--- src/design/fnmf_pkg.sv ---
// Package for the four-neighbour mean filter: sizes, register codes and the
// structs passed between the configuration, window and result modules.
// No dependencies.
package fnmf_pkg;

  localparam int MAX_COLS = 1024;
  localparam int MAX_ROWS = 1024;
  localparam int COL_W    = $clog2(MAX_COLS);
  localparam int ROW_W    = $clog2(MAX_ROWS);
  localparam int DIM_W    = 11;
  localparam int PIX_W    = 8;
  localparam int MEAN_W   = 16;
  localparam int SUM_W    = 10;
  localparam int CNT_W    = 3;
  localparam int NCAND    = 3;
  localparam int SEL_W    = $clog2(NCAND);
  localparam int CFG_AW   = 3;
  localparam int CFG_DW   = 32;

  localparam logic [DIM_W-1:0] ROWS_RST = DIM_W'(10);
  localparam logic [DIM_W-1:0] COLS_RST = DIM_W'(10);
  localparam logic [DIM_W-1:0] DIM_MIN  = DIM_W'(2);

  // Register index, taken from the word address.
  localparam logic REG_ROWS = 1'b0;
  localparam logic REG_COLS = 1'b1;

  typedef struct packed {
    logic [DIM_W-1:0] rows;
    logic [DIM_W-1:0] cols;
    logic             restart;
  } cfg_t;

  typedef struct packed {
    logic             pres;
    logic [SUM_W-1:0] sum;
    logic [CNT_W-1:0] cnt;
    logic [ROW_W-1:0] row;
    logic [COL_W-1:0] col;
    logic             done;
  } cand_t;

endpackage

--- src/design/fnmf_cfg.sv ---
// APB-style register file for the frame size, with range clamping and a
// frame restart pulse on every write. Depends on fnmf_pkg.
module fnmf_cfg (
  input  logic                          clk,
  input  logic                          rst_n,
  input  logic                          psel,
  input  logic                          penable,
  input  logic                          pwrite,
  input  logic [fnmf_pkg::CFG_AW-1:0]   paddr,
  input  logic [fnmf_pkg::CFG_DW-1:0]   pwdata,
  output logic [fnmf_pkg::CFG_DW-1:0]   prdata,
  output logic                          pready,
  output fnmf_pkg::cfg_t                cfg
);

  logic [fnmf_pkg::DIM_W-1:0] rows_r;
  logic [fnmf_pkg::DIM_W-1:0] cols_r;
  logic                       wr_en;
  logic                       reg_idx;

  function automatic logic [fnmf_pkg::DIM_W-1:0] clamp_dim(
    input logic [fnmf_pkg::DIM_W-1:0] v,
    input logic [fnmf_pkg::DIM_W-1:0] hi
  );
    logic [fnmf_pkg::DIM_W-1:0] res;
    res = v;
    if (v < fnmf_pkg::DIM_MIN) begin
      res = fnmf_pkg::DIM_MIN;
    end else if (v > hi) begin
      res = hi;
    end
    return res;
  endfunction

  assign reg_idx = paddr[2];
  assign wr_en   = psel && penable && pwrite;
  assign pready  = 1'b1;

  always_ff @(posedge clk) begin
    if (!rst_n) begin
      rows_r <= fnmf_pkg::ROWS_RST;
      cols_r <= fnmf_pkg::COLS_RST;
    end else if (wr_en) begin
      unique case (reg_idx)
        fnmf_pkg::REG_ROWS: rows_r <= pwdata[fnmf_pkg::DIM_W-1:0];
        fnmf_pkg::REG_COLS: cols_r <= pwdata[fnmf_pkg::DIM_W-1:0];
        default:            rows_r <= rows_r;
      endcase
    end
  end

  always_comb begin
    unique case (reg_idx)
      fnmf_pkg::REG_ROWS: prdata = fnmf_pkg::CFG_DW'(rows_r);
      fnmf_pkg::REG_COLS: prdata = fnmf_pkg::CFG_DW'(cols_r);
      default:            prdata = '0;
    endcase
  end

  assign cfg.rows    = clamp_dim(rows_r, fnmf_pkg::DIM_W'(fnmf_pkg::MAX_ROWS));
  assign cfg.cols    = clamp_dim(cols_r, fnmf_pkg::DIM_W'(fnmf_pkg::MAX_COLS));
  assign cfg.restart = wr_en;

endmodule

--- config.mk ---
export PLATFORM = sky130hd
export DESIGN_NAME = fnmf_cfg
export DESIGN_NICKNAME = d
export VERILOG_FILES = /design/src/design/fnmf_pkg.sv /design/src/design/fnmf_cfg.sv
export SDC_FILE = /design/constraint.sdc
export NUM_CORES = 1
export LEC_CHECK = 0
export BUFFER_PORTS_ARGS = -buffer_cell sky130_fd_sc_hd__clkbuf_2
export CAP_MARGIN = 40
export CORE_MARGIN = 1.5
export CORE_UTILIZATION = 25
export CTS_BUF_LIST = sky130_fd_sc_hd__clkbuf_8
export CTS_CLUSTER_DIAMETER = 60
export DETAILED_ROUTE_END_ITERATION = 10
export PLACE_DENSITY = 0.52
export SETUP_SLACK_MARGIN = 0.1
export SYNTH_ARGS = -nofsm -noshare
export SYNTH_HDL_FRONTEND = slang
export SYNTH_SLANG_ARGS = --single-unit
--- constraint.sdc ---
create_clock -name clk -period 2.5 [get_ports clk]
set_input_delay 0.375 -clock clk [delete_from_list [all_inputs] [get_ports clk]]
set_output_delay 0.375 -clock clk [all_outputs]
set_load 0.01 [all_outputs]
==> results by group <==
Floorplanning
  – Top-level I/O count: 96
  – Num rows: 26
  – Die Span X: 75.3 um
  – Die height: 75.3 um
  – Initial Utilization: 25.8%
  – DIE AREA: 0.00567 mm2
  – Core Region: 0.00507 mm2

Final layout
  – Util after Layout: 29.9%
  – Final nets: 237
  – Diode count: 0
  – Commonest non-fill, non-tap cell in the layout: clkbuf_2
  – Layout Area Growth over Synthesis: 16.1%
  – Layout cells sized above 1: 33.8%
  – Most frequent cells in the layout: clkbuf_2 (50), conb_1 (22), dfxtp_1 (22), nand3_1 (18), nor2b_1 (16)

Logic synthesis
  – Unique cell type count in the Yosys netlist: 25
  – Avg Synthesized Cell Area: 8.33 um2
  – Netlist Area Pre-Place: 0.00131 mm2
  – Sequential share of the synthesized area: 33.7%
  – Top cells by area, synth: dfxtp_1 (34%), buf_4 (14%), mux2_2 (8.6%)
  – Area share of the largest cell type after synthesis: 33.7%
  – Synth area leader: dfxtp_1
  – Synth warn: 0
  – Synthesis-stage register bit count: 22
  – Gate Count Post-Synth: 157

Route
  – DRT antenna net count: 0
  – Via density: 4.20
  – Drt first pass iters: 4
  – WL/cell: 11.8 um
  – Drt total wl: 3120 um
  – Starting DRC count in detailed routing: 47
  – Drc violations: 0
  – DR vias: 1114

CTS
  – Post-CTS Setup Inserts: 0
  – Cts repair resizes: 0
  – CTS clk-pin slew, worst paths: 0.08 ns
  – Clock Tree Root: clkbuf_8
  – CTS Sinks: 22
  – Clock Path Buffers: 2
  – CTS tree: yes
  – Clk Latency, worst-skew pair: 0.26 ns
  – CTS buffer count: 3
  – Cts-stage hold buffer count: 0
  – Max H-tree Level: 1

Timing
  – Clk_skew: 0 ns
  – Pins Over Slew Limit: 0
  – Setup_tns: 0 ns
  – Final setup viols: 0
  – Final worst-path cycle share: 74.9%
  – Max transition margin: 58.2%
  – Minimum clock period: 1.87 ns
  – Final hold violations: 0
  – RSZ-0062 raised after global routing: no
  – Max Clock Freq: 0.534 GHz
  – Least-Margin Pin Slew: 0.627 ns

Global route
  – GR Overflow Total: 0
  – Largest net degree at the start of global routing: 32
  – Initial antenna violation count: 0
  – GRT Total Usage: 11.2%
  – Vias in the first global route: 921
  – First-pass GRT wire length: 4710 um

Critical path
  – Arr. time, crit path: 1.50 ns
  – Crit path max fanout: 4
  – Worst Path Required: 2.12 ns
  – Reg-to-Reg Start: cols_r[10]$_SDFFE_PN0P_
  – Worst Reg-to-Reg Cells: 2
  – Worst Setup End Kind: output pin
  – RR Endpoint: cols_r[10]$_SDFFE_PN0P_
  – CP Capture Point: cfg[2]
  – Worst Setup Start Kind: register
  – Kind of critical path: reg2out
  – R2R setup slack: 1.60 ns
  – Critical Path Source: cols_r[6]$_SDFFE_PN0P_

Pwr
  – Worst vdd ir: 0.153 mV
  – Design Power: 0.000679 W
  – Power per cell area: 447 mW/mm2
  – Leakage: 0.759 nW

Placement
  – Hpwl dp: 2350 um
  – PortBufs: 50
  – GP Congestion: 0.698

Run
  – Max Cap Viol: 0

Worst hold path
  – Hold WC Path Type: in2reg

Run status
  – Status: complete, no violations
routing by layer:
metal | GRT usage (%) | wire (um)
met3 | 2.65 | 194
met2 | 17.0 | 1430
met4 | 4.56 | 27
met1 | 15.4 | 1470
met5 | 0 | 0
worst max-delay path: stages, from the launching register on:
cell	delay, ns
dfxtp_1	0.34
nor4_1	0.53
a21oi_1	0.13
nor2_1	0.11
clkbuf_2	0.14
metrics by stage:
| step | worst slack [ns] | cell area (um2) | cells | hold slack, ns |
|---|---|---|---|---|
| 6_report | 0.627 | 1520 | 265 | 0.353 |
| 5_1_grt | 0.472 | 1520 | 265 | 0.366 |
| 3_3_place_gp | 0.788 | 1480 | 262 | 0.473 |
| 2_1_floorplan | 1.19 | 1380 | 177 | 0.456 |
| 4_1_cts | 0.641 | 1520 | 265 | 0.347 |
| 3_5_place_dp | 0.762 | 1480 | 262 | 0.487 |
sequential cells by signal (all words and copies together), names as in the netlist:
signal,cells
cols_r,11
rows_r,11
Yosys cell counts (all sizes together):
cell type	n
o211a	1
nor4	4
o21ai	19
nand4b	1
and3	1
inv	3
clkbuf	5
dfxtp	22
buf	30
a21oi	2
nand4	1
mux2i	4
conb	2
nand2	15
nand3	18
a311oi	1
nor2	2
nor2b	16
mux2	10
kinds of logic after synthesis:
logic type / count (synthesis) / synth area share, %
AND/OR/NAND/NOR: 58 / 25.1
buffers and inverters: 38 / 19.5
AO/OA/AOI/OAI: 23 / 9.47
flip-flops: 22 / 33.7
multiplexers: 14 / 11.7
other: 2 / 0.574
power by group:
group | internal, W | leakage (nW) | switching (W)
clock network | 0.000107 | 0.0216 | 0.000108
registers | 0.000358 | 0.178 | 0.00000954
logic | 0.0000349 | 0.559 | 0.0000614
cell type report:
type | count | area [um2]
clock buffer | 3 | 41.3
multi-input combinational | 117 | 687
sequential | 22 | 440
tap | 70 | 87.6
timing repair buffer | 50 | 250
fill | 583 | 3560
inverter | 3 | 11.3
how the worst min path moves through the flow:
| stage | startpoint | end | slack (ns) | cells after the start |
|---|---|---|---|---|
| floorplan | rows_r[5]$_SDFFE_PN0P_ | rows_r[5]$_SDFFE_PN0P_ | 0.46 | 2 |
| global placement | rows_r[0]$_SDFFE_PN0P_ | rows_r[0]$_SDFFE_PN0P_ | 0.47 | 2 |
| detailed placement | rows_r[0]$_SDFFE_PN0P_ | rows_r[0]$_SDFFE_PN0P_ | 0.49 | 2 |
| CTS | pwdata[5] | rows_r[5]$_SDFFE_PN0P_ | 0.35 | 3 |
| global route | pwdata[3] | cols_r[3]$_SDFFE_PN1P_ | 0.37 | 3 |
| finish | pwdata[5] | rows_r[5]$_SDFFE_PN0P_ | 0.35 | 3 |
Note: power is estimated with default switching activity, not from simulation.
