===== config.mk =====
export PLATFORM = sky130hd
export DESIGN_NAME = fnmf_out_flat
export DESIGN_NICKNAME = d
export VERILOG_FILES = /design/src/design/fnmf_pkg.sv /design/src/design/fnmf_res_if.sv /design/src/design/fnmf_out.sv /design/src/flat_wrapper.sv
export SDC_FILE = /design/constraint.sdc
export NUM_CORES = 1
export LEC_CHECK = 0
export BUFFER_PORTS_ARGS = -buffer_cell sky130_fd_sc_hd__buf_2
export CAP_MARGIN = 20
export CORE_MARGIN = 2
export CORE_UTILIZATION = 57
export DETAILED_ROUTE_END_ITERATION = 7
export GPL_ROUTABILITY_DRIVEN = 0
export HOLD_SLACK_MARGIN = 0.03
export PLACE_DENSITY = 0.85
export SLEW_MARGIN = 40
export SYNTH_ARGS = -nofsm -noshare
export SYNTH_HDL_FRONTEND = slang
export SYNTH_SLANG_ARGS = --single-unit

===== constraint.sdc =====
create_clock -name clk -period 8.6 [get_ports clk]
set_input_delay 1.72 -clock clk [delete_from_list [all_inputs] [get_ports clk]]
set_output_delay 1.72 -clock clk [all_outputs]
set_load 0.1 [all_outputs]

===== src/design/fnmf_pkg.sv =====
// Package for the four-neighbour mean filter: sizes, register codes and the
// structs passed between the configuration, window and result modules.
// No dependencies.
package fnmf_pkg;

  localparam int MAX_COLS = 1024;
  localparam int MAX_ROWS = 1024;
  localparam int COL_W    = $clog2(MAX_COLS);
  localparam int ROW_W    = $clog2(MAX_ROWS);
  localparam int DIM_W    = 11;
  localparam int PIX_W    = 8;
  localparam int MEAN_W   = 16;
  localparam int SUM_W    = 10;
  localparam int CNT_W    = 3;
  localparam int NCAND    = 3;
  localparam int SEL_W    = $clog2(NCAND);
  localparam int CFG_AW   = 3;
  localparam int CFG_DW   = 32;

  localparam logic [DIM_W-1:0] ROWS_RST = DIM_W'(10);
  localparam logic [DIM_W-1:0] COLS_RST = DIM_W'(10);
  localparam logic [DIM_W-1:0] DIM_MIN  = DIM_W'(2);

  // Register index, taken from the word address.
  localparam logic REG_ROWS = 1'b0;
  localparam logic REG_COLS = 1'b1;

  typedef struct packed {
    logic [DIM_W-1:0] rows;
    logic [DIM_W-1:0] cols;
    logic             restart;
  } cfg_t;

  typedef struct packed {
    logic             pres;
    logic [SUM_W-1:0] sum;
    logic [CNT_W-1:0] cnt;
    logic [ROW_W-1:0] row;
    logic [COL_W-1:0] col;
    logic             done;
  } cand_t;

endpackage


===== src/design/fnmf_res_if.sv =====
// Result channel: valid/ready handshake carrying one neighbour mean and its
// position and flags. Depends on fnmf_pkg.
interface fnmf_res_if;
  logic                        valid;
  logic                        ready;
  logic [fnmf_pkg::MEAN_W-1:0] mean_value;
  logic [fnmf_pkg::ROW_W-1:0]  result_row;
  logic [fnmf_pkg::COL_W-1:0]  result_col;
  logic                        last_of_run;
  logic                        frame_done;

  modport source (output valid, output mean_value, output result_row, output result_col,
                  output last_of_run, output frame_done, input ready);
  modport sink   (input valid, input mean_value, input result_row, input result_col,
                  input last_of_run, input frame_done, output ready);
endinterface


===== src/design/fnmf_out.sv =====
// Result queue and output register: holds the released positions of one
// pixel, divides each sum by its count and sends them one per transfer.
// Depends on fnmf_pkg and fnmf_res_if.
module fnmf_out (
  input  logic                                  clk,
  input  logic                                  rst_n,
  input  logic                                  cand_vld,
  input  fnmf_pkg::cand_t [fnmf_pkg::NCAND-1:0] cand,
  output logic                                  pend_busy,
  fnmf_res_if.source                            out_ch
);

  localparam int RECIP_SHIFT = 20;
  localparam int X_W         = fnmf_pkg::SUM_W + 8;
  localparam int PROD_W      = X_W + RECIP_SHIFT;
  // ceil(2^20 / 3): exact floor division by three for operands below 2^19.
  localparam logic [RECIP_SHIFT-1:0] RECIP3 = RECIP_SHIFT'(349526);
  localparam logic [fnmf_pkg::CNT_W-1:0] CNT_TWO   = fnmf_pkg::CNT_W'(2);
  localparam logic [fnmf_pkg::CNT_W-1:0] CNT_THREE = fnmf_pkg::CNT_W'(3);
  localparam logic [fnmf_pkg::CNT_W-1:0] CNT_FOUR  = fnmf_pkg::CNT_W'(4);

  typedef struct packed {
    logic [fnmf_pkg::MEAN_W-1:0] mean;
    logic [fnmf_pkg::ROW_W-1:0]  row;
    logic [fnmf_pkg::COL_W-1:0]  col;
    logic                        last;
    logic                        done;
  } res_t;

  fnmf_pkg::cand_t [fnmf_pkg::NCAND-1:0] pend_r;
  res_t                                  res_r;
  logic                                  out_valid_r;

  logic [fnmf_pkg::NCAND-1:0] pres;
  logic [fnmf_pkg::SEL_W-1:0] sel;
  logic                       found;
  logic                       out_free;
  logic                       emit;
  fnmf_pkg::cand_t            pick;

  function automatic logic [fnmf_pkg::MEAN_W-1:0] mean_of(
    input logic [fnmf_pkg::SUM_W-1:0] s,
    input logic [fnmf_pkg::CNT_W-1:0] n
  );
    logic [X_W-1:0]    x;
    logic [PROD_W-1:0] prod;
    logic [fnmf_pkg::MEAN_W-1:0] res;
    x    = {s, 8'h00};
    prod = PROD_W'(x) * PROD_W'(RECIP3);
    case (n)
      CNT_TWO:   res = x[fnmf_pkg::MEAN_W:1];
      CNT_THREE: res = prod[fnmf_pkg::MEAN_W+RECIP_SHIFT-1:RECIP_SHIFT];
      CNT_FOUR:  res = x[fnmf_pkg::MEAN_W+1:2];
      default:   res = '0;
    endcase
    return res;
  endfunction

  always_comb begin
    for (int i = 0; i < fnmf_pkg::NCAND; i++) begin
      pres[i] = pend_r[i].pres;
    end
  end

  // Positions leave in the order they were released: lowest index first.
  always_comb begin
    sel   = '0;
    found = 1'b0;
    for (int i = 0; i < fnmf_pkg::NCAND; i++) begin
      if (!found && pres[i]) begin
        sel   = fnmf_pkg::SEL_W'(i);
        found = 1'b1;
      end
    end
  end

  assign pick      = pend_r[sel];
  assign pend_busy = |pres;
  assign out_free  = !out_valid_r || out_ch.ready;
  assign emit      = pend_busy && out_free;

  always_ff @(posedge clk) begin
    if (!rst_n) begin
      for (int i = 0; i < fnmf_pkg::NCAND; i++) begin
        pend_r[i].pres <= 1'b0;
      end
      out_valid_r <= 1'b0;
    end else begin
      if (cand_vld) begin
        pend_r <= cand;
      end else if (emit) begin
        pend_r[sel].pres <= 1'b0;
      end
      if (emit) begin
        out_valid_r <= 1'b1;
      end else if (out_ch.ready) begin
        out_valid_r <= 1'b0;
      end
    end
  end

  always_ff @(posedge clk) begin
    if (emit) begin
      res_r.mean <= mean_of(pick.sum, pick.cnt);
      res_r.row  <= pick.row;
      res_r.col  <= pick.col;
      res_r.last <= $countones(pres) == 1;
      res_r.done <= pick.done;
    end
  end

  assign out_ch.valid       = out_valid_r;
  assign out_ch.mean_value  = res_r.mean;
  assign out_ch.result_row  = res_r.row;
  assign out_ch.result_col  = res_r.col;
  assign out_ch.last_of_run = res_r.last;
  assign out_ch.frame_done  = res_r.done;

endmodule


===== src/flat_wrapper.sv =====
// flat-port wrapper written by rule: the top's interface ports become plain ports
module fnmf_out_flat 
  (clk, rst_n, cand_vld, cand, pend_busy, out_ch_valid, out_ch_mean_value, out_ch_result_row, out_ch_result_col, out_ch_last_of_run, out_ch_frame_done, out_ch_ready);
  fnmf_res_if out_ch_i ();
  input  logic clk;
  input  logic rst_n;
  input  logic cand_vld;
  input  fnmf_pkg::cand_t [fnmf_pkg::NCAND-1:0] cand;
  output logic pend_busy;
  output wire logic [$bits(out_ch_i.valid)-1:0] out_ch_valid;
  output wire logic [$bits(out_ch_i.mean_value)-1:0] out_ch_mean_value;
  output wire logic [$bits(out_ch_i.result_row)-1:0] out_ch_result_row;
  output wire logic [$bits(out_ch_i.result_col)-1:0] out_ch_result_col;
  output wire logic [$bits(out_ch_i.last_of_run)-1:0] out_ch_last_of_run;
  output wire logic [$bits(out_ch_i.frame_done)-1:0] out_ch_frame_done;
  input wire logic [$bits(out_ch_i.ready)-1:0] out_ch_ready;
  assign out_ch_valid = out_ch_i.valid;
  assign out_ch_mean_value = out_ch_i.mean_value;
  assign out_ch_result_row = out_ch_i.result_row;
  assign out_ch_result_col = out_ch_i.result_col;
  assign out_ch_last_of_run = out_ch_i.last_of_run;
  assign out_ch_frame_done = out_ch_i.frame_done;
  assign out_ch_i.ready = out_ch_ready;
  fnmf_out u_core (.clk(clk), .rst_n(rst_n), .cand_vld(cand_vld), .cand(cand), .pend_busy(pend_busy), .out_ch(out_ch_i));
endmodule

==> flow_summary.html, run 1 <==
<table>
<tr><th>Metric</th><th>Value</th></tr>
<tr><th colspan="2">Status</th></tr>
<tr><td>Run status</td><td>complete, no violations</td></tr>
<tr><th colspan="2">Place</th></tr>
<tr><td>HPWL after detailed placement</td><td>13700 microns</td></tr>
<tr><td>Placed standard-cell area</td><td>9620 sq um</td></tr>
<tr><td>Number of I/O port buffers</td><td>148</td></tr>
<tr><th colspan="2">Finish</th></tr>
<tr><td>Final cell area excluding filler cells</td><td>10200 sq um</td></tr>
<tr><td>Commonest cells after routing, fill and taps aside</td><td>buf_2, edfxtp_1, and2_1, inv_1, ha_1</td></tr>
<tr><td>Sequential cell area</td><td>4280 sq um</td></tr>
<tr><td>Layout net count</td><td>1089</td></tr>
<tr><td>Final core utilization</td><td>67.5%</td></tr>
<tr><td>Relative area change from synthesis to final layout</td><td>16.9%</td></tr>
<tr><td>Most common cell after layout, fill and taps aside</td><td>buf_2</td></tr>
<tr><td>Share of post-route cells with drive strength above 1</td><td>21.8%</td></tr>
<tr><td>Number of filler cells placed in the layout</td><td>1078</td></tr>
<tr><td>Multi-input combinational cell area</td><td>3990 sq um</td></tr>
<tr><th colspan="2">Yosys</th></tr>
<tr><td>Most used flip-flop cell after synthesis</td><td>edfxtp_1</td></tr>
<tr><td>Largest family of logic cells by synthesized area</td><td>adder cells</td></tr>
<tr><td>Share of the synthesized netlist area taken by xor and xnor gates</td><td>1.82%</td></tr>
<tr><td>Flip-flop and latch count after synthesis</td><td>144</td></tr>
<tr><td>Area fraction in compound gates after synthesis</td><td>9.11%</td></tr>
<tr><td>Synthesized netlist cell count</td><td>740</td></tr>
<tr><td>Fraction of the yosys area taken by sequential cells</td><td>49.3%</td></tr>
<tr><td>Post-Syn Area</td><td>8680 sq um</td></tr>
<tr><td>Distinct cell type count after synthesis</td><td>56</td></tr>
<tr><td>Post-synthesis mux area share</td><td>4.16%</td></tr>
<tr><td>Top cell type by total area after synthesis</td><td>edfxtp_1</td></tr>
<tr><td>Area contributors post-synth</td><td>edfxtp_1, ha_1, and2_1, fa_1, mux2i_1</td></tr>
<tr><td>Share of synthesized cell area in and, or, nand and nor gates</td><td>13.6%</td></tr>
<tr><td>Portion of synthesized cell area occupied by the leading cell type</td><td>48.4%</td></tr>
<tr><td>Syn Area/Cell</td><td>11.7 sq um</td></tr>
<tr><td>Yosys warning total</td><td>0</td></tr>
<tr><td>Proportion of register bits with asynchronous set or reset after synthesis</td><td>0%</td></tr>
<tr><td>Post-Synth Adder-Cell Area</td><td>17.1%</td></tr>
<tr><td>Syn nets</td><td>949</td></tr>
<tr><td>Number of flops mapped to enable cells by yosys</td><td>140</td></tr>
<tr><th colspan="2">STA</th></tr>
<tr><td>Total setup violations reported at the end of the flow</td><td>0</td></tr>
<tr><td>Unrepaired setup endpoints after global routing</td><td>no</td></tr>
<tr><td>Setup TNS Final</td><td>0 ns</td></tr>
<tr><td>Measured slew at the worst slew-check pin</td><td>0.772 ns</td></tr>
<tr><td>Slew Viols, Final</td><td>0</td></tr>
<tr><td>Maximum operating frequency</td><td>151 MHz</td></tr>
<tr><td>Final worst clock skew</td><td>0.0105 ns</td></tr>
<tr><td>Period Utilization, post-route</td><td>77.0%</td></tr>
<tr><td>Worst hold slack</td><td>0.560 ns</td></tr>
<tr><td>Final min period</td><td>6.62 ns</td></tr>
<tr><td>Remaining max-slew budget at the tightest pin</td><td>48.5%</td></tr>
<tr><td>Total count of hold-check failures in the final report</td><td>0</td></tr>
<tr><th colspan="2">Setup path</th></tr>
<tr><td>Worst EP required</td><td>8.74 ns</td></tr>
<tr><td>Launching point of the worst reg2reg path</td><td>u_core.pend_r[34]</td></tr>
<tr><td>Depth of the most critical reg-to-reg path</td><td>23</td></tr>
<tr><td>Crit Reg-Reg Endpoint</td><td>u_core.out_ch.mean_value[15]</td></tr>
<tr><td>Largest stage delay, worst path</td><td>0.61 ns</td></tr>
<tr><td>Critical path start-end classification</td><td>register to register</td></tr>
<tr><td>Worst path cell trace</td><td>inv_1 -&gt; ha_2 -&gt; buf_4 -&gt; mux2i_1 -&gt; nor2_1 -&gt; a21oi_1 -&gt; inv_1 -&gt; ha_1 -&gt; inv_1 -&gt; fa_1 -&gt; inv_1 -&gt; fa_1 -&gt; inv_1 -&gt; fa_1 -&gt; inv_1 -&gt; ha_1 -&gt; a21oi_1 -&gt; and2_1 -&gt; o221ai_1 -&gt; a211o_1 -&gt; a221oi_1 -&gt; xnor2_1 -&gt; o21ai_0</td></tr>
<tr><td>Arrival time worst endpoint</td><td>6.76 ns</td></tr>
<tr><td>Maximum net fanout on the critical path</td><td>31</td></tr>
<tr><td>Worst Setup End Kind</td><td>register</td></tr>
<tr><td>Startpoint kind of the worst setup timing path</td><td>register</td></tr>
<tr><td>Critical path's slowest cell</td><td>fa_1</td></tr>
<tr><td>Setup slack on the worst flop-to-flop path</td><td>1.98 ns</td></tr>
<tr><td>Cell repeated most along the worst path</td><td>inv_1</td></tr>
<tr><th colspan="2">Clock network</th></tr>
<tr><td># Post-CTS Setup Buffers</td><td>0</td></tr>
<tr><td>TritonCTS clock tree</td><td>built</td></tr>
<tr><td>Clock Sinks</td><td>144</td></tr>
<tr><td>H-tree depth</td><td>4</td></tr>
<tr><td>Hold-fix buffers at CTS</td><td>0</td></tr>
<tr><td>Library cell used as clock root buffer</td><td>clkbuf_16</td></tr>
<tr><td>Clk_lat worst skew</td><td>0.42 ns</td></tr>
<tr><td>Post-CTS Resized</td><td>0</td></tr>
<tr><td>Clock tree buffer depth</td><td>2</td></tr>
<tr><td>Clock transition at the registers of the reported paths</td><td>0.06 ns</td></tr>
<tr><td>CTS buffer count</td><td>17</td></tr>
<tr><th colspan="2">Drt</th></tr>
<tr><td>Post-detailed-route via-to-cell ratio</td><td>5.47</td></tr>
<tr><td>Detailed-routing iteration count for the pre-antenna-repair pass</td><td>6</td></tr>
<tr><td>Post-route DRC violation count</td><td>0</td></tr>
<tr><td>Remaining antenna violation count after routing</td><td>0</td></tr>
<tr><td>Total Wirelength</td><td>18100 microns</td></tr>
<tr><td>Detailed-route wire length per cell</td><td>16.7 microns</td></tr>
<tr><td>Via count</td><td>5907</td></tr>
<tr><td>Number of design-rule violations left by the first detailed-router iteration</td><td>737</td></tr>
<tr><th colspan="2">Hold path</th></tr>
<tr><td>Worst hold path endpoint</td><td>u_core.out_ch.valid</td></tr>
<tr><td>Number of instances on the worst hold path</td><td>2</td></tr>
<tr><td>Beginning of the worst hold path</td><td>u_core.out_ch.valid</td></tr>
<tr><td>Min-delay worst type</td><td>register to register</td></tr>
<tr><th colspan="2">Die</th></tr>
<tr><td>Total die area</td><td>16200 sq um</td></tr>
<tr><td>Effective utilization at floorplan</td><td>57.8%</td></tr>
<tr><td>Number of core rows</td><td>45</td></tr>
<tr><td>Die height</td><td>127 microns</td></tr>
<tr><td>I/O pins</td><td>149</td></tr>
<tr><td>Area of the core</td><td>15000 sq um</td></tr>
<tr><td>Die Wd</td><td>127 microns</td></tr>
<tr><th colspan="2">GRT</th></tr>
<tr><td>GR Overflow Total</td><td>0</td></tr>
<tr><td>Vias in the first global route</td><td>6056</td></tr>
<tr><td>Global-route wire length before repair</td><td>29200 microns</td></tr>
<tr><td>Antenna violations before repair</td><td>1</td></tr>
<tr><td>GRT Resource Usage Total</td><td>23.4%</td></tr>
<tr><td>Maximum number of pins on one net before global-route repair</td><td>110</td></tr>
<tr><th colspan="2">Run</th></tr>
<tr><td>Maximum Capacitance Violations</td><td>0</td></tr>
</table>
## how the worst max path moves through the flow
| stage | start | endpoint | slack, ns | cells past startpoint |
|---|---|---|---|---|
| 3_3_place_gp | u_core.pend_r[34] | u_core.out_ch.mean_value[15] | 2.28 | 23 |
| 4_1_cts | u_core.pend_r[34] | u_core.out_ch.mean_value[15] | 2.00 | 23 |
| 5_1_grt | u_core.pend_r[34] | u_core.out_ch.mean_value[15] | 1.55 | 23 |
| 6_report | u_core.pend_r[34] | u_core.out_ch.mean_value[15] | 1.98 | 23 |
| 3_5_place_dp | u_core.pend_r[34] | u_core.out_ch.mean_value[15] | 2.00 | 23 |
| 2_1_floorplan | u_core.pend_r[34] | u_core.out_ch.mean_value[15] | 2.17 | 26 |
## sequential cells by signal, summed over array words and instances (netlist names)
register                   flops
u_core.out_ch.result_col      10
u_core.out_ch.mean_value      16
u_core.pend_r                105
u_core.out_ch.last_of_run      1
u_core.out_ch.result_row      10
u_core.out_ch.valid            1
u_core.out_ch.frame_done       1
## cell usage after synthesis (all sizes together), types with 6 or more instances
cell	number
a21oi	44
edfxtp	140
buf	9
clkbuf	24
nand2	23
nor2b	7
mux2i	35
ha	69
inv	75
fa	31
nor2	43
nand3	12
o22a	6
a21o	10
xnor2	13
o21ai	18
and2	110
## worst max-delay path, delay by kind of cell (launching register included)
kind,cells,cell delay (ns)
compound gates,6,1.52
fa+ha+maj,6,2.73
simple gates,2,0.23
mux,1,0.28
flops,1,0.35
buf+inv,7,1.08
xor+xnor,1,0.15
## kinds of logic after synthesis
| kind of cell | after synthesis |
|---|---|
| XOR/XNOR | 18 |
| adder cells (fa/ha/maj) | 100 |
| buffers and inverters | 108 |
| flip-flops | 144 |
| multiplexers | 36 |
| AO/OA/AOI/OAI | 119 |
| AND/OR/NAND/NOR | 215 |
## final cells by class
type,instances,area share (%)
tap,188,2.32
sequential,144,42.2
clock buffer,18,4.23
inverter,75,2.77
timing repair buffer,154,8.21
multi-input combinational,488,39.3
clock inverter,12,0.949
antenna,1,0.0246
## metal layers
layer | vias to the layer above | track usage [%] | wire, microns
li1 | 2871 | - | -
met1 | 2736 | 29.5 | 7590
met2 | 260 | 38.9 | 8880
met3 | 40 | 4.94 | 1180
met4 | 0 | 10.9 | 422
met5 | - | 0 | 0
## per-stage QoR
stage	worst slack [ns]	std cells
6_report	1.98	1080
5_1_grt	1.55	1080
4_1_cts	2.00	1079
3_5_place_dp	2.00	1049
3_3_place_gp	2.28	1047
2_1_floorplan	2.17	740
Power of run 1 is not shown: default switching activity piles up to over one toggle a cycle in this logic, so the estimate is an artifact.
==> run 2, diff against run 1 <==
clock period = 6.1 ns   (was 8.6 ns; I/O delays follow)
==> run 2 against run 1 <==
Sequential share of layout area decreased by 1.5 points. Final cell count grew 2.8%. Worst hold slack worse by 0.031 ns. Clock skew down 0.0021 ns. Core utilization up 2.6 points. Flip-flop and latch count unchanged. Die area unchanged. Critical path depth up 1. Critical endpoint unchanged.
==> flow_summary.html, run 2 (synthesis results as in run 1) <==
<table>
<tr><th>Metric</th><th>Value</th></tr>
<tr><th colspan="2">Drt</th></tr>
<tr><td>Remaining antenna violation count after routing</td><td>0</td></tr>
<tr><td>Via count</td><td>6083</td></tr>
<tr><td>Detailed-route wire length per cell</td><td>17.6 microns</td></tr>
<tr><td>Detailed-routing iteration count for the pre-antenna-repair pass</td><td>5</td></tr>
<tr><td>Post-detailed-route via-to-cell ratio</td><td>5.48</td></tr>
<tr><td>Total Wirelength</td><td>19500 microns</td></tr>
<tr><td>Post-route DRC violation count</td><td>0</td></tr>
<tr><td>Number of design-rule violations left by the first detailed-router iteration</td><td>373</td></tr>
<tr><th colspan="2">Die</th></tr>
<tr><td>Die Wd</td><td>127 microns</td></tr>
<tr><td>Area of the core</td><td>15000 sq um</td></tr>
<tr><td>Number of core rows</td><td>45</td></tr>
<tr><td>Effective utilization at floorplan</td><td>57.8%</td></tr>
<tr><td>Total die area</td><td>16200 sq um</td></tr>
<tr><td>I/O pins</td><td>149</td></tr>
<tr><td>Die height</td><td>127 microns</td></tr>
<tr><th colspan="2">Setup path</th></tr>
<tr><td>Kind of cell with the highest combined delay on the critical path</td><td>adder cells</td></tr>
<tr><td>Arrival time worst endpoint</td><td>5.98 ns</td></tr>
<tr><td>Largest stage delay, worst path</td><td>0.58 ns</td></tr>
<tr><td>Worst path cell trace</td><td>inv_2 -&gt; ha_4 -&gt; buf_12 -&gt; mux2i_1 -&gt; nor2_1 -&gt; a21oi_1 -&gt; inv_1 -&gt; ha_1 -&gt; inv_1 -&gt; fa_1 -&gt; fa_1 -&gt; inv_1 -&gt; fa_1 -&gt; inv_1 -&gt; fa_1 -&gt; inv_1 -&gt; ha_1 -&gt; a21oi_2 -&gt; and2_1 -&gt; o221ai_1 -&gt; a211o_1 -&gt; a221oi_2 -&gt; xnor2_1 -&gt; o21ai_0</td></tr>
<tr><td>Worst Setup End Kind</td><td>register</td></tr>
<tr><td>Startpoint kind of the worst setup timing path</td><td>register</td></tr>
<tr><td>Number of buffers and inverters on the critical path</td><td>7</td></tr>
<tr><td>Maximum net fanout on the critical path</td><td>7</td></tr>
<tr><td>Critical path's slowest cell</td><td>fa_1</td></tr>
<tr><td>Critical path start-end classification</td><td>register to register</td></tr>
<tr><td>Worst EP required</td><td>6.25 ns</td></tr>
<tr><td>Cell repeated most along the worst path</td><td>inv_1</td></tr>
<tr><th colspan="2">STA</th></tr>
<tr><td>Worst hold slack</td><td>0.529 ns</td></tr>
<tr><td>Remaining max-slew budget at the tightest pin</td><td>50.3%</td></tr>
<tr><td>Final min period</td><td>5.83 ns</td></tr>
<tr><td>Total setup violations reported at the end of the flow</td><td>0</td></tr>
<tr><td>Period Utilization, post-route</td><td>95.6%</td></tr>
<tr><td>Final worst clock skew</td><td>0.00832 ns</td></tr>
<tr><td>Measured slew at the worst slew-check pin</td><td>0.746 ns</td></tr>
<tr><td>Final worst-path setup slack</td><td>0.271 ns</td></tr>
<tr><td>Slew Viols, Final</td><td>0</td></tr>
<tr><td>Total count of hold-check failures in the final report</td><td>0</td></tr>
<tr><td>Maximum operating frequency</td><td>172 MHz</td></tr>
<tr><th colspan="2">Place</th></tr>
<tr><td>Number of I/O port buffers</td><td>148</td></tr>
<tr><td>Placed standard-cell area</td><td>9760 sq um</td></tr>
<tr><td>HPWL after detailed placement</td><td>14100 microns</td></tr>
<tr><td>Placement Setup Slack</td><td>0.00539 ns</td></tr>
<tr><td>Cell count after placement</td><td>1070</td></tr>
<tr><th colspan="2">GRT</th></tr>
<tr><td>GRT Resource Usage Total</td><td>24.4%</td></tr>
<tr><td>Vias in the first global route</td><td>6083</td></tr>
<tr><td>Global-route wire length before repair</td><td>30300 microns</td></tr>
<tr><td>Maximum number of pins on one net before global-route repair</td><td>109</td></tr>
<tr><td>Antenna violations before repair</td><td>0</td></tr>
<tr><td>GR Overflow Total</td><td>0</td></tr>
<tr><th colspan="2">Clock network</th></tr>
<tr><td>CTS buffer count</td><td>17</td></tr>
<tr><td>TritonCTS clock tree</td><td>built</td></tr>
<tr><td>Clock transition at the registers of the reported paths</td><td>0.07 ns</td></tr>
<tr><td>Clock tree buffer depth</td><td>2</td></tr>
<tr><td>H-tree depth</td><td>4</td></tr>
<tr><td>Clock Sinks</td><td>144</td></tr>
<tr><td>Clk_lat worst skew</td><td>0.42 ns</td></tr>
<tr><td>Library cell used as clock root buffer</td><td>clkbuf_16</td></tr>
<tr><th colspan="2">Finish</th></tr>
<tr><td>Number of filler cells placed in the layout</td><td>1014</td></tr>
<tr><td>Layout net count</td><td>1118</td></tr>
<tr><td>Commonest cells after routing, fill and taps aside</td><td>buf_2, edfxtp_1, and2_1, inv_1, ha_1</td></tr>
<tr><td>Share of post-route cells with drive strength above 1</td><td>27.1%</td></tr>
<tr><td>Relative area change from synthesis to final layout</td><td>21.3%</td></tr>
<tr><td>Final cell area excluding filler cells</td><td>10500 sq um</td></tr>
<tr><td>Max reg flops</td><td>105</td></tr>
<tr><td>Register containing the most flip-flops in the final layout</td><td>u_core.pend_r</td></tr>
<tr><td>Layout Cells excl Fill</td><td>1110</td></tr>
<tr><td>Most common cell after layout, fill and taps aside</td><td>buf_2</td></tr>
<tr><td>Diodes inserted</td><td>0</td></tr>
<tr><th colspan="2">Hold path</th></tr>
<tr><td>Min-delay worst type</td><td>register to register</td></tr>
<tr><th colspan="2">Status</th></tr>
<tr><td>Run status</td><td>complete, no violations</td></tr>
<tr><th colspan="2">Run</th></tr>
<tr><td>Maximum Capacitance Violations</td><td>0</td></tr>
</table>
run 2: final timing paths:
kind / slack [ns] / endpoint / cells past startpoint / from
hold reg to reg: 0.53 / u_core.out_ch.valid / 2 / u_core.out_ch.valid
hold / removal: 0.53 / u_core.out_ch.valid / 2 / u_core.out_ch.valid
setup reg to reg: 0.27 / u_core.out_ch.mean_value[15] / 24 / u_core.pend_r[34]
setup / recovery: 0.27 / u_core.out_ch.mean_value[15] / 24 / u_core.pend_r[34]
run 2: metrics by stage:
| step | TNS [ns] | utilization (%) |
|---|---|---|
| after floorplan | 0 | - |
| after global placement | 0 | 64.9 |
| after detailed placement | 0 | 64.9 |
| after CTS | 0 | 69.2 |
| after global routing | -0.0383 | 70.1 |
| final | 0 | 70.1 |
run 2: final cells by class:
cell class              instances  area, sq um  share of cell area, %
clock buffers                  17          425                   4.04
clock inverters                15          191                   1.82
inverters                      75          282                   2.67
multi-input cells             489         4090                   38.8
flip-flops and latches        144         4290                   40.7
well taps                     188          235                   2.23
repair buffers                182         1020                   9.73
run 2: layer usage:
layer | up-vias | GRT usage (%) | routed length (microns)
li1 | 2933 | - | -
met1 | 2893 | 30.2 | 7930
met2 | 221 | 41.7 | 9870
met3 | 36 | 5.86 | 1150
met4 | 0 | 9.37 | 549
met5 | - | 0 | 0
run 2: timing repair:
| item | 4_1_cts | 5_1_grt |
|---|---|---|
| gates resized for setup | 2 | 22 |
| pin swaps | 0 | 3 |
| hold buffers | 0 | 0 |
| buffers inserted | 3 | 4 |
| gates cloned | 0 | 1 |
| endpoints found under the hold margin | 0 | 0 |
| endpoints found under the setup margin | 1 | 11 |
run 2: tightest hold or removal path, stage by stage (launching register included):
cell and delay, ns:
dfxtp_1 0.32, nand2b_1 0.09, a21boi_0 0.08
Power of run 2 is left out for the same reason.
==> run 3, diff against run 2 <==
CORE_UTILIZATION = 59   (was 57)
CTS_BUF_LIST = sky130_fd_sc_hd__clkbuf_4 sky130_fd_sc_hd__clkbuf_8   (was default)
PLACE_DENSITY = 0.87   (was 0.85)
SLEW_MARGIN = 0   (was 40)
==> run 3 against run 2 <==
Critical endpoint unchanged. First-iteration DRC count increased by 17%. Flip-flop and latch count stayed put. Non-clock buffer count rose by 2. Highest routed layer unchanged. Largest cell class unchanged. Critical path depth shrank 1.
==> flow_summary.html, run 3 (synthesis results as in run 1) <==
<table>
<tr><th>Metric</th><th>Value</th></tr>
<tr><th colspan="2">Die</th></tr>
<tr><td>Number of core rows</td><td>44</td></tr>
<tr><td>Effective utilization at floorplan</td><td>60.0%</td></tr>
<tr><td>Area of the core</td><td>14500 sq um</td></tr>
<tr><td>Total die area</td><td>15700 sq um</td></tr>
<tr><td>Die height</td><td>125 microns</td></tr>
<tr><td>Die Wd</td><td>125 microns</td></tr>
<tr><td>I/O pins</td><td>149</td></tr>
<tr><th colspan="2">Clock network</th></tr>
<tr><td>Library cell used as clock root buffer</td><td>clkbuf_8</td></tr>
<tr><td>CTS buffer count</td><td>17</td></tr>
<tr><td>Clock Sinks</td><td>144</td></tr>
<tr><td>Clock transition at the registers of the reported paths</td><td>0.10 ns</td></tr>
<tr><td>H-tree depth</td><td>4</td></tr>
<tr><td>Hold-fix buffers at CTS</td><td>0</td></tr>
<tr><td>Clock tree buffer depth</td><td>2</td></tr>
<tr><td>TritonCTS clock tree</td><td>built</td></tr>
<tr><td>Clk_lat worst skew</td><td>0.48 ns</td></tr>
<tr><th colspan="2">GRT</th></tr>
<tr><td>Antenna violations before repair</td><td>0</td></tr>
<tr><td>GR Overflow Total</td><td>0</td></tr>
<tr><td>GRT Resource Usage Total</td><td>25.2%</td></tr>
<tr><td>Maximum number of pins on one net before global-route repair</td><td>109</td></tr>
<tr><td>Vias in the first global route</td><td>6211</td></tr>
<tr><td>Global-route wire length before repair</td><td>30700 microns</td></tr>
<tr><th colspan="2">STA</th></tr>
<tr><td>Total setup violations reported at the end of the flow</td><td>0</td></tr>
<tr><td>Total count of hold-check failures in the final report</td><td>0</td></tr>
<tr><td>Slew Viols, Final</td><td>0</td></tr>
<tr><td>Period Utilization, post-route</td><td>96.7%</td></tr>
<tr><td>Maximum operating frequency</td><td>169 MHz</td></tr>
<tr><td>Remaining max-slew budget at the tightest pin</td><td>37.8%</td></tr>
<tr><td>Measured slew at the worst slew-check pin</td><td>0.934 ns</td></tr>
<tr><td>Final worst clock skew</td><td>0.0170 ns</td></tr>
<tr><td>Final min period</td><td>5.90 ns</td></tr>
<tr><th colspan="2">Finish</th></tr>
<tr><td>Number of filler cells placed in the layout</td><td>969</td></tr>
<tr><td>Final cell area excluding filler cells</td><td>10300 sq um</td></tr>
<tr><td>Share of post-route cells with drive strength above 1</td><td>28.0%</td></tr>
<tr><td>Layout Cells excl Fill</td><td>1108</td></tr>
<tr><td>Register containing the most flip-flops in the final layout</td><td>u_core.pend_r</td></tr>
<tr><td>Commonest cells after routing, fill and taps aside</td><td>buf_2, edfxtp_1, and2_1, inv_1, ha_1</td></tr>
<tr><td>Most common cell after layout, fill and taps aside</td><td>buf_2</td></tr>
<tr><td>Relative area change from synthesis to final layout</td><td>18.8%</td></tr>
<tr><td>Diodes inserted</td><td>0</td></tr>
<tr><td>Layout net count</td><td>1120</td></tr>
<tr><td>Max reg flops</td><td>105</td></tr>
<tr><th colspan="2">Drt</th></tr>
<tr><td>Number of design-rule violations left by the first detailed-router iteration</td><td>436</td></tr>
<tr><td>Remaining antenna violation count after routing</td><td>0</td></tr>
<tr><td>Detailed-routing iteration count for the pre-antenna-repair pass</td><td>5</td></tr>
<tr><td>Detailed-route wire length per cell</td><td>17.6 microns</td></tr>
<tr><td>Total Wirelength</td><td>19600 microns</td></tr>
<tr><td>Post-route DRC violation count</td><td>0</td></tr>
<tr><td>Post-detailed-route via-to-cell ratio</td><td>5.56</td></tr>
<tr><td>Via count</td><td>6156</td></tr>
<tr><th colspan="2">Setup path</th></tr>
<tr><td>Worst EP required</td><td>6.31 ns</td></tr>
<tr><td>Maximum net fanout on the critical path</td><td>7</td></tr>
<tr><td>Startpoint kind of the worst setup timing path</td><td>register</td></tr>
<tr><td>Largest stage delay, worst path</td><td>0.56 ns</td></tr>
<tr><td>Arrival time worst endpoint</td><td>6.11 ns</td></tr>
<tr><td>Worst setup startpoint</td><td>u_core.pend_r[34]</td></tr>
<tr><td>Critical path's slowest cell</td><td>fa_1</td></tr>
<tr><td>Worst path cell trace</td><td>inv_2 -&gt; ha_2 -&gt; and2_4 -&gt; nor2_1 -&gt; a21oi_2 -&gt; inv_1 -&gt; ha_1 -&gt; inv_2 -&gt; fa_1 -&gt; buf_4 -&gt; inv_1 -&gt; fa_1 -&gt; fa_1 -&gt; fa_1 -&gt; ha_1 -&gt; a21oi_2 -&gt; o21ai_0 -&gt; a311oi_2 -&gt; a311oi_1 -&gt; buf_4 -&gt; a221oi_2 -&gt; xnor2_1 -&gt; o21ai_0</td></tr>
<tr><td>Setup slack on the worst flop-to-flop path</td><td>0.20 ns</td></tr>
<tr><td>Launching point of the worst reg2reg path</td><td>u_core.pend_r[34]</td></tr>
<tr><td>Cell repeated most along the worst path</td><td>fa_1</td></tr>
<tr><td>Worst Setup End Kind</td><td>register</td></tr>
<tr><td>Critical path start-end classification</td><td>register to register</td></tr>
<tr><th colspan="2">Status</th></tr>
<tr><td>Run status</td><td>complete, no violations</td></tr>
<tr><th colspan="2">Place</th></tr>
<tr><td>Placed standard-cell area</td><td>9750 sq um</td></tr>
<tr><td>HPWL after detailed placement</td><td>14000 microns</td></tr>
<tr><td>Number of I/O port buffers</td><td>148</td></tr>
<tr><td>Cell count after placement</td><td>1065</td></tr>
<tr><th colspan="2">Hold path</th></tr>
<tr><td>Min-delay worst type</td><td>register to register</td></tr>
<tr><td>Beginning of the worst hold path</td><td>u_core.out_ch.valid</td></tr>
<tr><th colspan="2">Run</th></tr>
<tr><td>Maximum Capacitance Violations</td><td>0</td></tr>
</table>
## run 3: changes by cell type in the layout (fill, tap and decap cells not counted), sizes merged
cell	delta
clkbuf	+1
clkinv	+3
buf	+2
inv	-4
## run 3: worst paths after layout
kind / endpoint / cells after the start
max reg2reg: u_core.out_ch.mean_value[15] / 23
min: u_core.out_ch.valid / 2
max: u_core.out_ch.mean_value[15] / 23
min reg2reg: u_core.out_ch.valid / 2
## run 3: worst max-delay path: cells and delay by family (launching register included)
kind                     cells  cell delay [ns]
XOR/XNOR                     1             0.15
buffers and inverters        6             0.61
flip-flops                   1             0.35
AO/OA/AOI/OAI                7             1.30
adder cells (fa/ha/maj)      7             2.95
AND/OR/NAND/NOR              2             0.29
## run 3: metal layers
metal	track usage, %	part of all wire (%)
met4	10.6	3.3
met5	0	0
met2	43.3	50
met3	6.08	6.5
met1	30.6	40
## run 3: through the flow
stage	hold slack, ns	util (%)	worst slack [ns]	setup TNS [ns]
2_1_floorplan	0.543	-	0.0357	0
3_3_place_gp	0.505	67.3	0.115	0
3_5_place_dp	0.522	67.3	-0.0504	-0.0504
4_1_cts	0.536	70.3	0.0590	0
5_1_grt	0.585	71.3	-0.0757	-0.172
6_report	0.534	71.3	0.199	0
## run 3: layout make-up
type	instances	area, sq um	area share [%]
clock buffer	18	241	2.34
timing repair buffer	184	1010	9.80
multi-input combinational	489	4110	39.8
tap	184	230	2.23
inverter	75	282	2.73
clock inverter	14	156	1.52
sequential	144	4290	41.5
## run 3: repair_timing
item | 4_1_cts | 5_1_grt
buffers inserted | 4 | 6
hold endpoints to repair | 0 | 0
setup endpoints to repair | 3 | 10
cloned | 0 | 1
pin swaps | 0 | 4
gates resized for setup | 1 | 25
Power of run 3 is left out for the same reason.
